$ cat src/rtl/coo_spmv_pkg.sv
// ----------------------------------------------------------------------------
// coo_spmv_pkg
// Shared types, codes and sizes of the coordinate-format sparse matrix times
// dense vector block.
// ----------------------------------------------------------------------------
package coo_spmv_pkg;

   // storage depths
   localparam int MAX_ROWS = 1024;
   localparam int MAX_COLS = 1024;
   localparam int ROW_AW   = $clog2(MAX_ROWS);
   localparam int COL_AW   = $clog2(MAX_COLS);

   // field and register widths
   localparam int IDX_W    = 10;
   localparam int SIZE_W   = 11;
   localparam int VAL_W    = 32;
   localparam int ACC_W    = 64;
   localparam int ACT_W    = 2;
   localparam int STAT_W   = 2;
   localparam int APB_AW   = 3;
   localparam int APB_DW   = 32;

   localparam logic [SIZE_W-1:0] MAX_ROWS_SZ = SIZE_W'(MAX_ROWS);
   localparam logic [SIZE_W-1:0] MAX_COLS_SZ = SIZE_W'(MAX_COLS);
   localparam logic [SIZE_W-1:0] SIZE_RESET  = 11'd1024;

   localparam logic signed [ACC_W-1:0] ACC_MAX = {1'b0, {(ACC_W-1){1'b1}}};
   localparam logic signed [ACC_W-1:0] ACC_MIN = {1'b1, {(ACC_W-1){1'b0}}};

   // input action codes
   typedef enum logic [ACT_W-1:0] {
      ACT_LOAD  = 2'd0,
      ACT_ACCUM = 2'd1,
      ACT_READ  = 2'd2,
      ACT_NOP   = 2'd3
   } action_type;

   // result status codes
   typedef enum logic [STAT_W-1:0] {
      STAT_OK    = 2'd0,
      STAT_RANGE = 2'd1,
      STAT_SAT   = 2'd2
   } status_type;

   // register indexes, taken from byte address bit 2
   typedef enum logic {
      REG_ACTIVE_ROWS = 1'b0,
      REG_ACTIVE_COLS = 1'b1
   } reg_index_type;

   // controller states
   typedef enum logic [2:0] {
      ST_CLEAR,
      ST_IDLE,
      ST_READ,
      ST_MUL,
      ST_DONE
   } state_type;

   // configuration seen by the datapath
   typedef struct packed {
      logic [SIZE_W-1:0] active_rows;
      logic [SIZE_W-1:0] active_cols;
   } cfg_type;

   // controller to datapath commands
   typedef struct packed {
      logic clear_step;
      logic accept;
      logic read;
      logic mul;
      logic finish;
   } cmd_type;

   // datapath to controller status
   typedef struct packed {
      logic clear_last;
      logic out_free;
   } stat_type;

endpackage

$ cat src/rtl/coo_spmv_csr.sv
// ----------------------------------------------------------------------------
// coo_spmv_csr
// APB-style register file holding the active row and column counts.
// ----------------------------------------------------------------------------
module coo_spmv_csr
   import coo_spmv_pkg::*;
(
   input  logic              clock,
   input  logic              reset,
   input  logic              psel,
   input  logic              penable,
   input  logic              pwrite,
   input  logic [APB_AW-1:0] paddr,
   input  logic [APB_DW-1:0] pwdata,
   output logic [APB_DW-1:0] prdata,
   output logic              pready,
   output cfg_type           cfg
);

   logic [SIZE_W-1:0] rows_ff, rows_in;
   logic [SIZE_W-1:0] cols_ff, cols_in;
   logic              wr_word;
   reg_index_type     reg_sel;

   assign pready  = 1'b1;
   assign reg_sel = reg_index_type'(paddr[2]);
   assign wr_word = psel && penable && pwrite && pready;

   // register write decode
   always_comb begin
      rows_in = rows_ff;
      cols_in = cols_ff;
      if (wr_word) begin
         case (reg_sel)
            REG_ACTIVE_ROWS: rows_in = pwdata[SIZE_W-1:0];
            REG_ACTIVE_COLS: cols_in = pwdata[SIZE_W-1:0];
            default: ;
         endcase
      end
   end

   always_ff @(posedge clock) begin
      if (reset) begin
         rows_ff <= SIZE_RESET;
         cols_ff <= SIZE_RESET;
      end else begin
         rows_ff <= rows_in;
         cols_ff <= cols_in;
      end
   end

   // read mux
   always_comb begin
      case (reg_sel)
         REG_ACTIVE_ROWS: prdata = APB_DW'(rows_ff);
         REG_ACTIVE_COLS: prdata = APB_DW'(cols_ff);
         default:         prdata = '0;
      endcase
   end

   assign cfg.active_rows = rows_ff;
   assign cfg.active_cols = cols_ff;

endmodule

$ cat config.mk
export PLATFORM = sky130hd
export DESIGN_NAME = coo_spmv_csr
export DESIGN_NICKNAME = d
export VERILOG_FILES = /design/src/rtl/coo_spmv_pkg.sv /design/src/rtl/coo_spmv_csr.sv
export SDC_FILE = /design/constraint.sdc
export NUM_CORES = 1
export LEC_CHECK = 0
export CAP_MARGIN = 25
export CORE_MARGIN = 1
export CORE_UTILIZATION = 45
export CTS_CLUSTER_DIAMETER = 50
export DETAILED_ROUTE_END_ITERATION = 6
export DONT_BUFFER_PORTS = 1
export PLACE_DENSITY = 0.62
export RECOVER_POWER = 50
export SETUP_SLACK_MARGIN = 0.4
export SYNTH_ARGS = -nofsm -noshare
export SYNTH_HDL_FRONTEND = slang
export SYNTH_SLANG_ARGS = --single-unit
export TNS_END_PERCENT = 50
$ cat constraint.sdc
create_clock -name clock -period 0.8 [get_ports clock]
set_input_delay 0.12 -clock clock [delete_from_list [all_inputs] [get_ports clock]]
set_output_delay 0.12 -clock clock [all_outputs]
set_load 0.1 [all_outputs]
==> impl_metrics.ini <==
[run_status]
status = finished, violations left
violations = negative hold slack, negative setup slack

[synth]
synthMuxAreaShare_pct = 27.7
synthFlopType = dfxtp_1
ys_top_cells_by_area = dfxtp_1, mux2i_1, nand2b_1, buf_4, mux2_2
yosys-top-cells-count = nand2b_1, buf_4, dfxtp_1, mux2i_1, mux2_2
synthArstFlopShare_pct = 0
synth_top_family_by_area = multiplexers
synth_simple_gate_area_share_pct = 19.8
synthXorXnorAreaFrac_pct = 0
synth_area_sq_um = 1240
ys_ff_latch = 22
synth-edff-count = 0
synth_largest_area_cell = dfxtp_1
yosysSeqAreaShare_pct = 35.5
netlist_instances = 122
synth_top_area_share_pct = 35.5
postSynthAreaPerCell_sq_um = 10.2
synth_most_common_cell = nand2b_1
ys_types = 13
synth_fa_ha_area_share_pct = 0
yosysWarnings = 0
synth_compound_area_share_pct = 0

[clocking]
clock_path_buffers = 2
cts.sinks = 22
cts-buffers-inserted = 3
cts_max_level = 1
tritoncts = done
path_clk_slew_ns = 0.12
clk_latency_ns = 0.30
clock-root-buffer = clkbuf_4

[floorplanning]
fp.coreArea_sq_um = 2540
die_w_um = 54.5
start_util_pct = 48.7
io-pin-count = 95
die_h_um = 54.5
die_area_sq_um = 2970
rows = 18

[critical_path]
r2r_cells = 4
start_kind = register
cpPeakStageDelay_ns = 0.41
critPathMaxFanout = 3
critPathRequiredTime_ns = 0.68
path_buf_inv = 0
criticalPathCategory = register to output port
timing.critical_path.max_delay_family = multiplexers
critPathSlowestCell = mux2_4
rr_endpoint = rows_ff[8]$_SDFFE_PP0P_
crit_path_end_kind = output port
path_cells = mux2_4
r2r_slack_ns = -0.01
arrival_ns = 1.09
reg2reg_from = rows_ff[8]$_SDFFE_PP0P_

[power_and_ir_drop]
cellPowerDensity_nw_per_um2 = 1360
finalPower_mw = 2.59
ir_drop_v = 0.00146
leakage_nw = 0.864

[timing]
setup_slack_ns = -0.407
rsz0062_at_grt = true
skew_ns = 0
final_max_slew_viol_count = 0
fin_crit_ns = 1.21
fmax_mhz = 829
period_share_pct = 151
setup-tns-final_ns = -9.41
hold_viol = 21
whs_ns = -0.0340
setup_viol = 34

[drt]
route.vias.total = 898
initialDrtViolationCount = 5
ant_nets = 0
post_drt_wl_per_cell_um = 13.3
dr.pass1.iters = 2
via_per_inst = 4.75
routed_wl_mm = 2.51
drc = 0

[finish]
final_area_sq_um = 1910
fin_nets = 200
fin_util_pct = 74.9
antenna_cells = 0
final_cells = 189
drive_above_1_share_pct = 49.7
area.growth.synth_to_final_pct = 53.8

[place]
dp.cells = 176
post_dp_cell_area_sq_um = 1590
place_congestion = 0.650
io_buffers = 0
place_ws_ns = -0.0536
hpwl_mm = 1.68

[hold_path]
hp-class = input pin to register
worstHoldStart = reset
hold_end = cols_ff[7]$_SDFFE_PP0P_
holdPathStages = 2

[grt]
grt.overflow.total = 0
grt_use_total_pct = 18.6
antenna_found_initial = 0
grt_pass1_wl_mm = 3.73
grt_pass1_vias = 829
grt_max_degree = 34

[run]
max_cap_violations = 0
-- layout make-up --
| type | instances | area [sq um] |
|---|---|---|
| timing repair buffer | 41 | 607 |
| fill | 172 | 638 |
| clock inverter | 1 | 3.75 |
| multi-input combinational | 92 | 713 |
| tap | 30 | 37.5 |
| clock buffer | 3 | 22.5 |
| sequential | 22 | 523 |
-- layout by cell type, fill, tap and decap left out, drive strengths merged, types with 3 or more instances in the layout --
cell type,Yosys,routed
buf,25,41
clkbuf,3,3
conb,2,22
dfxtp,22,22
mux2,11,11
mux2i,22,22
nand2b,30,30
nor2,3,3
-- power by group --
group	switching (mW)	total [mW]	internal [mW]
logic	0.791	0.995	0.204
registers	0.0217	1.08	1.06
clock network	0.327	0.509	0.182
total	1.14	2.59	1.45
-- flip-flops by register name, indices dropped and copies added, names as in the netlist --
| name | cells |
|---|---|
| rows_ff | 11 |
| cols_ff | 11 |
-- kinds of logic after synthesis --
| family | count (synthesis) |
|---|---|
| other | 2 |
| buffers and inverters | 28 |
| flip-flops | 22 |
| AND/OR/NAND/NOR | 37 |
| multiplexers | 33 |
-- how the worst max path moves through the flow --
stage                                        start    endpoint  slack [ns]  depth (start not counted)
after global placement     rows_ff[6]$_SDFFE_PP0P_   prdata[6]       -0.05                          1
after floorplan            rows_ff[0]$_SDFFE_PP0P_   prdata[0]       -0.25                          1
final                     rows_ff[10]$_SDFFE_PP1P_  prdata[10]       -0.41                          1
after detailed placement  rows_ff[10]$_SDFFE_PP1P_  prdata[10]       -0.05                          1
after CTS                  rows_ff[6]$_SDFFE_PP0P_   prdata[6]       -0.42                          1
after global routing       rows_ff[0]$_SDFFE_PP0P_   prdata[0]       -0.46                          1
-- routing by layer --
layer	track usage (%)	routed length (um)	up-vias
met5	0	0	-
met4	6.41	16	0
met3	6.94	142	2
met2	34.8	1390	43
met1	18.5	962	418
li1	-	-	435
-- what timing repair did --
action | in CTS | in global routing
hold endpoints to repair | 22 | 22
buffers inserted | 6 | 3
endpoints found under the setup margin | 55 | 55
gates resized for setup | 50 | 6
pin swaps | 1 | 0
(Power assumes the default switching activity.)
