$ cat config.mk
export PLATFORM = sky130hd
export DESIGN_NAME = coo_spmv_ctrl
export DESIGN_NICKNAME = d
export VERILOG_FILES = /design/src/rtl/coo_spmv_pkg.sv /design/src/rtl/coo_spmv_ctrl.sv
export SDC_FILE = /design/constraint.sdc
export NUM_CORES = 1
export LEC_CHECK = 0
export BUFFER_PORTS_ARGS = -buffer_cell sky130_fd_sc_hd__buf_2
export CAP_MARGIN = 15
export CORE_AREA = 8 8 45 47
export DETAILED_ROUTE_END_ITERATION = 10
export DIE_AREA = 0 0 53 55
export HOLD_SLACK_MARGIN = 0.1
export PLACE_DENSITY = 0.48
export SYNTH_ARGS = -nofsm -noshare
export SYNTH_HDL_FRONTEND = slang
export SYNTH_SLANG_ARGS = --single-unit
$ cat constraint.sdc
create_clock -name clock -period 1.3 [get_ports clock]
set_input_delay 0.195 -clock clock [delete_from_list [all_inputs] [get_ports clock]]
set_output_delay 0.195 -clock clock [all_outputs]
set_load 0.02 [all_outputs]
$ cat src/rtl/coo_spmv_pkg.sv
// ----------------------------------------------------------------------------
// coo_spmv_pkg
// Shared types, codes and sizes of the coordinate-format sparse matrix times
// dense vector block.
// ----------------------------------------------------------------------------
package coo_spmv_pkg;

   // storage depths
   localparam int MAX_ROWS = 1024;
   localparam int MAX_COLS = 1024;
   localparam int ROW_AW   = $clog2(MAX_ROWS);
   localparam int COL_AW   = $clog2(MAX_COLS);

   // field and register widths
   localparam int IDX_W    = 10;
   localparam int SIZE_W   = 11;
   localparam int VAL_W    = 32;
   localparam int ACC_W    = 64;
   localparam int ACT_W    = 2;
   localparam int STAT_W   = 2;
   localparam int APB_AW   = 3;
   localparam int APB_DW   = 32;

   localparam logic [SIZE_W-1:0] MAX_ROWS_SZ = SIZE_W'(MAX_ROWS);
   localparam logic [SIZE_W-1:0] MAX_COLS_SZ = SIZE_W'(MAX_COLS);
   localparam logic [SIZE_W-1:0] SIZE_RESET  = 11'd1024;

   localparam logic signed [ACC_W-1:0] ACC_MAX = {1'b0, {(ACC_W-1){1'b1}}};
   localparam logic signed [ACC_W-1:0] ACC_MIN = {1'b1, {(ACC_W-1){1'b0}}};

   // input action codes
   typedef enum logic [ACT_W-1:0] {
      ACT_LOAD  = 2'd0,
      ACT_ACCUM = 2'd1,
      ACT_READ  = 2'd2,
      ACT_NOP   = 2'd3
   } action_type;

   // result status codes
   typedef enum logic [STAT_W-1:0] {
      STAT_OK    = 2'd0,
      STAT_RANGE = 2'd1,
      STAT_SAT   = 2'd2
   } status_type;

   // register indexes, taken from byte address bit 2
   typedef enum logic {
      REG_ACTIVE_ROWS = 1'b0,
      REG_ACTIVE_COLS = 1'b1
   } reg_index_type;

   // controller states
   typedef enum logic [2:0] {
      ST_CLEAR,
      ST_IDLE,
      ST_READ,
      ST_MUL,
      ST_DONE
   } state_type;

   // configuration seen by the datapath
   typedef struct packed {
      logic [SIZE_W-1:0] active_rows;
      logic [SIZE_W-1:0] active_cols;
   } cfg_type;

   // controller to datapath commands
   typedef struct packed {
      logic clear_step;
      logic accept;
      logic read;
      logic mul;
      logic finish;
   } cmd_type;

   // datapath to controller status
   typedef struct packed {
      logic clear_last;
      logic out_free;
   } stat_type;

endpackage

$ cat src/rtl/coo_spmv_ctrl.sv
// ----------------------------------------------------------------------------
// coo_spmv_ctrl
// Controller: clearing pass after reset, then one word at a time through
// accept, memory read, multiply and finish.
// ----------------------------------------------------------------------------
module coo_spmv_ctrl
   import coo_spmv_pkg::*;
(
   input  logic     clock,
   input  logic     reset,
   input  logic     req_valid,
   input  stat_type stat,
   output logic     req_stall,
   output cmd_type  cmd
);

   state_type state_ff, state_in;

   always_ff @(posedge clock) begin
      if (reset) begin
         state_ff <= ST_CLEAR;
      end else begin
         state_ff <= state_in;
      end
   end

   // next state and commands
   always_comb begin
      state_in  = state_ff;
      cmd       = '0;
      req_stall = 1'b1;
      case (state_ff)
         ST_CLEAR: begin
            cmd.clear_step = 1'b1;
            if (stat.clear_last) begin
               state_in = ST_IDLE;
            end
         end
         ST_IDLE: begin
            req_stall = 1'b0;
            if (req_valid) begin
               cmd.accept = 1'b1;
               state_in   = ST_READ;
            end
         end
         ST_READ: begin
            cmd.read = 1'b1;
            state_in = ST_MUL;
         end
         ST_MUL: begin
            cmd.mul  = 1'b1;
            state_in = ST_DONE;
         end
         ST_DONE: begin
            // wait for the output register to have room
            if (stat.out_free) begin
               cmd.finish = 1'b1;
               state_in   = ST_IDLE;
            end
         end
         default: begin
            state_in = ST_CLEAR;
         end
      endcase
   end

endmodule

==> results_dict.tcl, run 1 <==
set metrics [dict create \
    run_status "finished, final reports clean" \
    drv_cap 0 \
    path_class "reg -> out" \
    setup_viol 0 \
    design.final.nets 45 \
    gp_congestion 0.647 \
    total_power_uw 420 \
    top_level_ports 11 \
    avgViaCountPerCell 4.27 \
    synthesis.nets 32 \
    num-fill-cells 165 \
    largest-register "state_ff" \
    num_vias 235 \
    h-tree-depth 1 \
    fmax_mhz 796 \
    timing.critical_path.slowest_stage_cell "sky130_fd_sc_hd__dfxtp_4" \
    clockBufferDepth 2 \
    mostFrequentLayoutCell "sky130_fd_sc_hd__buf_2" \
    rr_startpoint "state_ff[0]" \
    drc 0 \
    signal_arrival_time_at_the_worst_endpoint_ns 1.06 \
    critPathRequiredTime_ns 1.11 \
    max-vdd-ir-drop_mv 0.478 \
    critical_path.reg2reg.endpoint "state_ff[0]" \
    tritoncts "built" \
    antennaDiodeCount 0 \
    syn-mean-instance-area_um2 8.30 \
    grt_pass1_wl_um 903 \
    placement_rows 14 \
    r2r.worst_path.cells 4 \
    reg.largest.list "state_ff x3" \
    ys.warnings.count 0 \
    worstHoldPathType "in -> reg" \
    worst_clock_skew_ns 0.00145 \
    routed_antenna_nets 0 \
    placement.io_buffers 10 \
    wirelength_um 583 \
    synthesis.area_um2 224 \
    grt_antenna_before_repair 0 \
    worstHoldPathCells 2 \
    place_area_um2 267 \
    layout_overhead_on_the_synthesized_area_pct 42.5 \
    clock-root-buffer "sky130_fd_sc_hd__clkbuf_4" \
    crit_end "cmd[0]" \
    largest_driver_fanout_on_the_critical_path 12 \
    core_region_area_um2 1380 \
    average_routed_wire_per_standard_cell_um 10.6 \
    most-common-layout-cells "sky130_fd_sc_hd__buf_2 (10), sky130_fd_sc_hd__clkbuf_4 (3), sky130_fd_sc_hd__dfxtp_4 (3)" \
    final_layout_size_suffix_gt1_share_pct 46.2 \
    largest_reg_flops 3 \
    crit_path_end_kind "output port" \
    dp_hpwl_um 438 \
    cts.sinks 3 \
    critical_path.startpoint "state_ff[0]" \
    cts_made_buffers 3 \
    detailedRoute.firstIterationViolations 1 \
    post-route-min-period_ns 1.26 \
    regToRegSetupSlack_ns 0.19 \
    detailedRoute.firstPassIterationCount 2 \
    initial_core_util_pct 16.2 \
    cp_slowest_stage_delay_ns 0.37 \
    hold_viol_final 0 \
    post-place-cells 50 \
    ys_seq_area_share_pct 26.8 \
    synth_cell_types 18 \
    netlist_instances 27 \
    p_leak_uw 0.000143 \
    die_y_um 55 \
    globalRoute.totalOverflow 0 \
    ys_ff_latch 3 \
    clock_insertion_delay_worst_skew_ns 0.23 \
    grt_start_max_net_pins 13 \
    critical_path.cell_chain "and4bb_1, buf_2" \
    final_max_slew_viol_count 0 \
    die_width_um 53 \
    worstSetupStartpointType "register" \
    fin_area_um2 319 \
    grt_util_all_layers_pct 4.64 \
    dieArea_um2 2920 \
    cts.clk_slew.worst_paths_ns 0.04 \
    worst_slew_pin_slew_ns 0.247 \
    p_per_area_nw_per_um2 1320 \
    timing.final.crit_share_pct 96.6 \
    slew_headroom_pct 83.3 \
    final_cell_count_no_fill 55 \
    via_count_of_the_first_global_routing_pass 214 \
]
==> logic make-up (layout without fill, tap and decap cells) <==
logic type | after synthesis | count (layout) | share of synthesized area, %
muxes | 2 | 2 | 8.94
AOI/OAI and AO/OA | 5 | 5 | 13.4
buffers and inverters | 4 | 16 | 14.0
and+or+nand+nor | 13 | 13 | 36.9
DFF | 3 | 3 | 26.8
==> stage by stage <==
stage | setup slack [ns] | utilization, % | hold WS, ns | setup TNS (ns)
5_1_grt | -0.00494 | 23.1 | 0.157 | -0.00494
3_5_place_dp | 0.164 | 19.3 | 0.404 | 0
2_1_floorplan | 0.0141 | - | 0.264 | 0
6_report | 0.0443 | 23.1 | 0.157 | 0
4_1_cts | 0.0229 | 21.6 | 0.151 | 0
3_3_place_gp | 0.148 | 19.3 | 0.404 | 0
==> layout make-up <==
type                            instances  area (um^2)  share of cell area, %
Clock buffer                            4         26.3                   8.24
Inverter                                1         3.75                   1.18
Multi-Input combinational cell         20          140                   43.9
Sequential cell                         3         71.3                   22.4
Tap cell                               16         20.0                   6.27
Timing Repair Buffer                   11         57.6                   18.0
==> synth_stat cells <==
cell,n,share of area (%)
sky130_fd_sc_hd__nor2b_1,1,2.8
sky130_fd_sc_hd__nor2_1,3,5.0
sky130_fd_sc_hd__inv_1,1,1.7
sky130_fd_sc_hd__mux2i_1,2,8.9
sky130_fd_sc_hd__a21oi_1,2,4.5
sky130_fd_sc_hd__o31a_1,1,3.9
sky130_fd_sc_hd__nor4b_1,1,3.9
sky130_fd_sc_hd__a31oi_1,1,2.8
sky130_fd_sc_hd__and3b_1,1,3.9
sky130_fd_sc_hd__nor3_1,2,4.5
sky130_fd_sc_hd__nor4_1,1,2.8
sky130_fd_sc_hd__buf_6,2,10
sky130_fd_sc_hd__nor3b_1,2,6.7
sky130_fd_sc_hd__nand2_1,1,1.7
sky130_fd_sc_hd__o21ai_0,1,2.2
sky130_fd_sc_hd__dfxtp_1,3,27
sky130_fd_sc_hd__buf_2,1,2.2
sky130_fd_sc_hd__and4bb_1,1,5.6
==> how the worst min path moves through the flow <==
stage | start | end | slack [ns]
3_5_place_dp | reset | state_ff[0] | 0.40
4_1_cts | reset | state_ff[0] | 0.15
2_1_floorplan | reset | state_ff[0] | 0.26
3_3_place_gp | reset | state_ff[0] | 0.40
5_1_grt | reset | state_ff[0] | 0.16
6_report | reset | state_ff[0] | 0.16
==> repair_timing <==
action,CTS,global route
pin swaps,0,1
buffers inserted,0,1
setup endpoints to repair,5,2
hold buffers,0,0
resized for setup,4,4
==> power by group <==
| part | internal (uW) | leakage [uW] | switching [uW] |
|---|---|---|---|
| Sequential | 107 | 0.0000267 | 32.6 |
| Combinational | 58.2 | 0.000101 | 64.1 |
| Clock | 115 | 0.0000150 | 43.3 |
==> worst max-delay path, delay by kind of cell (launching register included) <==
kind	cells	cell delay (ns)
AND/OR/NAND/NOR	1	0.29
flip-flops	1	0.37
buffers and inverters	1	0.17
==> per-layer routing <==
| layer | share of wire, % | track usage (%) |
|---|---|---|
| met1 | 40 | 4.70 |
| met2 | 46 | 5.47 |
| met3 | 12 | 3.74 |
| met4 | 2.1 | 5.17 |
| met5 | 0 | 0 |
(Power assumes the default switching activity.)
==> run 2: changes to the inputs <==
- PLACE_DENSITY: 0.48 -> 0.45
==> run 2 against run 1 <==
Net effect: setup slack worse by 0.0042 ns; global-route usage shrank 0.60 points; design area shrank 2.4%; combinational power barely moved; worst hold slack got worse by 0.0074 ns; register-to-register slack improved by 0.07 ns.
==> results_dict.tcl, run 2 (synthesis results as in run 1) <==
set metrics [dict create \
    r2r.worst_path.cells 3 \
    reg.largest.list "state_ff x3" \
    cts.clk_slew.worst_paths_ns 0.03 \
    tritoncts "built" \
    mostFrequentLayoutCell "sky130_fd_sc_hd__buf_2" \
    avgViaCountPerCell 4.19 \
    final_layout_size_suffix_gt1_share_pct 44.7 \
    gp_congestion 0.653 \
    core_region_area_um2 1380 \
    placement.io_buffers 10 \
    antennaDiodeCount 0 \
    grt_util_all_layers_pct 4.04 \
    clockBufferDepth 2 \
    final-seq-area_um2 66.3 \
    holdBufCountCts 0 \
    worst_slew_pin_slew_ns 0.240 \
    signal_arrival_time_at_the_worst_endpoint_ns 1.06 \
    grt_antenna_before_repair 0 \
    timing.critical_path.max_delay_family "flip-flops" \
    setup_viol 0 \
    clock_insertion_delay_worst_skew_ns 0.23 \
    grt_start_max_net_pins 13 \
    largest-register "state_ff" \
    finalSetupTns_ns 0 \
    max-vdd-ir-drop_mv 0.341 \
    post-route-min-period_ns 1.26 \
    top_level_ports 11 \
    routed_antenna_nets 0 \
    critPathRequiredTime_ns 1.11 \
    die_width_um 53 \
    largest_driver_fanout_on_the_critical_path 10 \
    wirelength_um 557 \
    worstSetupStartpointType "register" \
    worstHoldPathType "in -> reg" \
    design.final.nets 44 \
    rr_startpoint "state_ff[1]" \
    cts_made_buffers 3 \
    detailedRoute.firstIterationViolations 0 \
    largest_reg_flops 3 \
    detailedRoute.firstPassIterationCount 1 \
    slew_headroom_pct 83.8 \
    cts.sinks 3 \
    regToRegSetupSlack_ns 0.26 \
    crit_end "cmd[0]" \
    via_count_of_the_first_global_routing_pass 231 \
    critical_path.cell_chain "and4bb_1, buf_4" \
    h-tree-depth 1 \
    num-fill-cells 168 \
    path_class "reg -> out" \
    timing.critical_path.slowest_stage_cell "sky130_fd_sc_hd__dfxtp_2" \
    initial_core_util_pct 16.2 \
    cp_slowest_stage_delay_ns 0.42 \
    run_status "finished, final reports clean" \
    final_util_pct 22.5 \
    grt_setup_unrepaired "no" \
    worst_clock_skew_ns 0.000351 \
    die_y_um 55 \
    timing.final.crit_share_pct 96.9 \
    drc 0 \
    placement_rows 14 \
    total_power_uw 418 \
    critical_path.startpoint "state_ff[1]" \
    grt_pass1_wl_um 855 \
    final_max_slew_viol_count 0 \
    fmax_mhz 794 \
    crit_path_end_kind "output port" \
    hold_viol_final 0 \
    p_per_area_nw_per_um2 1340 \
    p_leak_uw 0.000137 \
    drv_cap 0 \
    dieArea_um2 2920 \
    layout_overhead_on_the_synthesized_area_pct 39.1 \
    postCtsSetupBuffers 0 \
    cts_resized 5 \
    average_routed_wire_per_standard_cell_um 10.3 \
    num_vias 226 \
    most-common-layout-cells "sky130_fd_sc_hd__buf_2 (8), sky130_fd_sc_hd__clkbuf_4 (3)" \
    clock-root-buffer "sky130_fd_sc_hd__clkbuf_4" \
    path_depth 2 \
    critical_path.reg2reg.endpoint "state_ff[0]" \
    cp_num_buf_inv 1 \
    multi_input_area_um2 140 \
    globalRoute.totalOverflow 0 \
]
==> run 2: cell types whose count changed in the layout (fill, tap and decap cells not counted) <==
cell / previous run / this run
sky130_fd_sc_hd__dfxtp_2: 0 / 2
sky130_fd_sc_hd__dfxtp_4: 3 / 1
sky130_fd_sc_hd__buf_2: 10 / 8
sky130_fd_sc_hd__buf_4: 1 / 2
==> run 2: where the power goes <==
group / internal [uW] / leakage (uW) / switching (uW)
Sequential: 107 / 0.0000261 / 33.0
Clock: 115 / 0.0000150 / 42.1
Combinational: 58.5 / 0.0000957 / 63.1
Total: 280 / 0.000137 / 138
==> run 2: stage by stage <==
step	hold slack (ns)	setup slack [ns]	std cells	cell area [um^2]
4_1_cts	0.143	0.0105	54	302
5_1_grt	0.161	0.000902	54	312
3_5_place_dp	0.395	0.151	50	267
3_3_place_gp	0.401	0.163	50	267
2_1_floorplan	0.264	0.0141	27	224
6_report	0.150	0.0401	54	312
==> run 2: cell type report <==
| class | instances | area share [%] |
|---|---|---|
| Multi-Input combinational cell | 20 | 45.0 |
| Sequential cell | 3 | 21.3 |
| Timing Repair Buffer | 10 | 17.7 |
| Clock buffer | 4 | 8.43 |
| Tap cell | 16 | 6.43 |
| Inverter | 1 | 1.20 |
==> run 2: worst min-delay path by stage <==
stage	from	endpoint	slack (ns)	cells past startpoint
detailed placement	reset	state_ff[0]	0.40	2
CTS	reset	state_ff[0]	0.14	2
finish	reset	state_ff[0]	0.15	2
global route	reset	state_ff[0]	0.16	2
floorplan	reset	state_ff[0]	0.26	1
global placement	reset	state_ff[0]	0.40	2
==> run 2: routing by layer <==
| metal | GRT usage, % | up-vias | routed length, um |
|---|---|---|---|
| met1 | 3.94 | 101 | 220 |
| met4 | 3.88 | 0 | 0 |
| li1 | - | 118 | - |
| met5 | 0 | - | 0 |
| met3 | 2.41 | 0 | 71 |
| met2 | 5.86 | 7 | 265 |
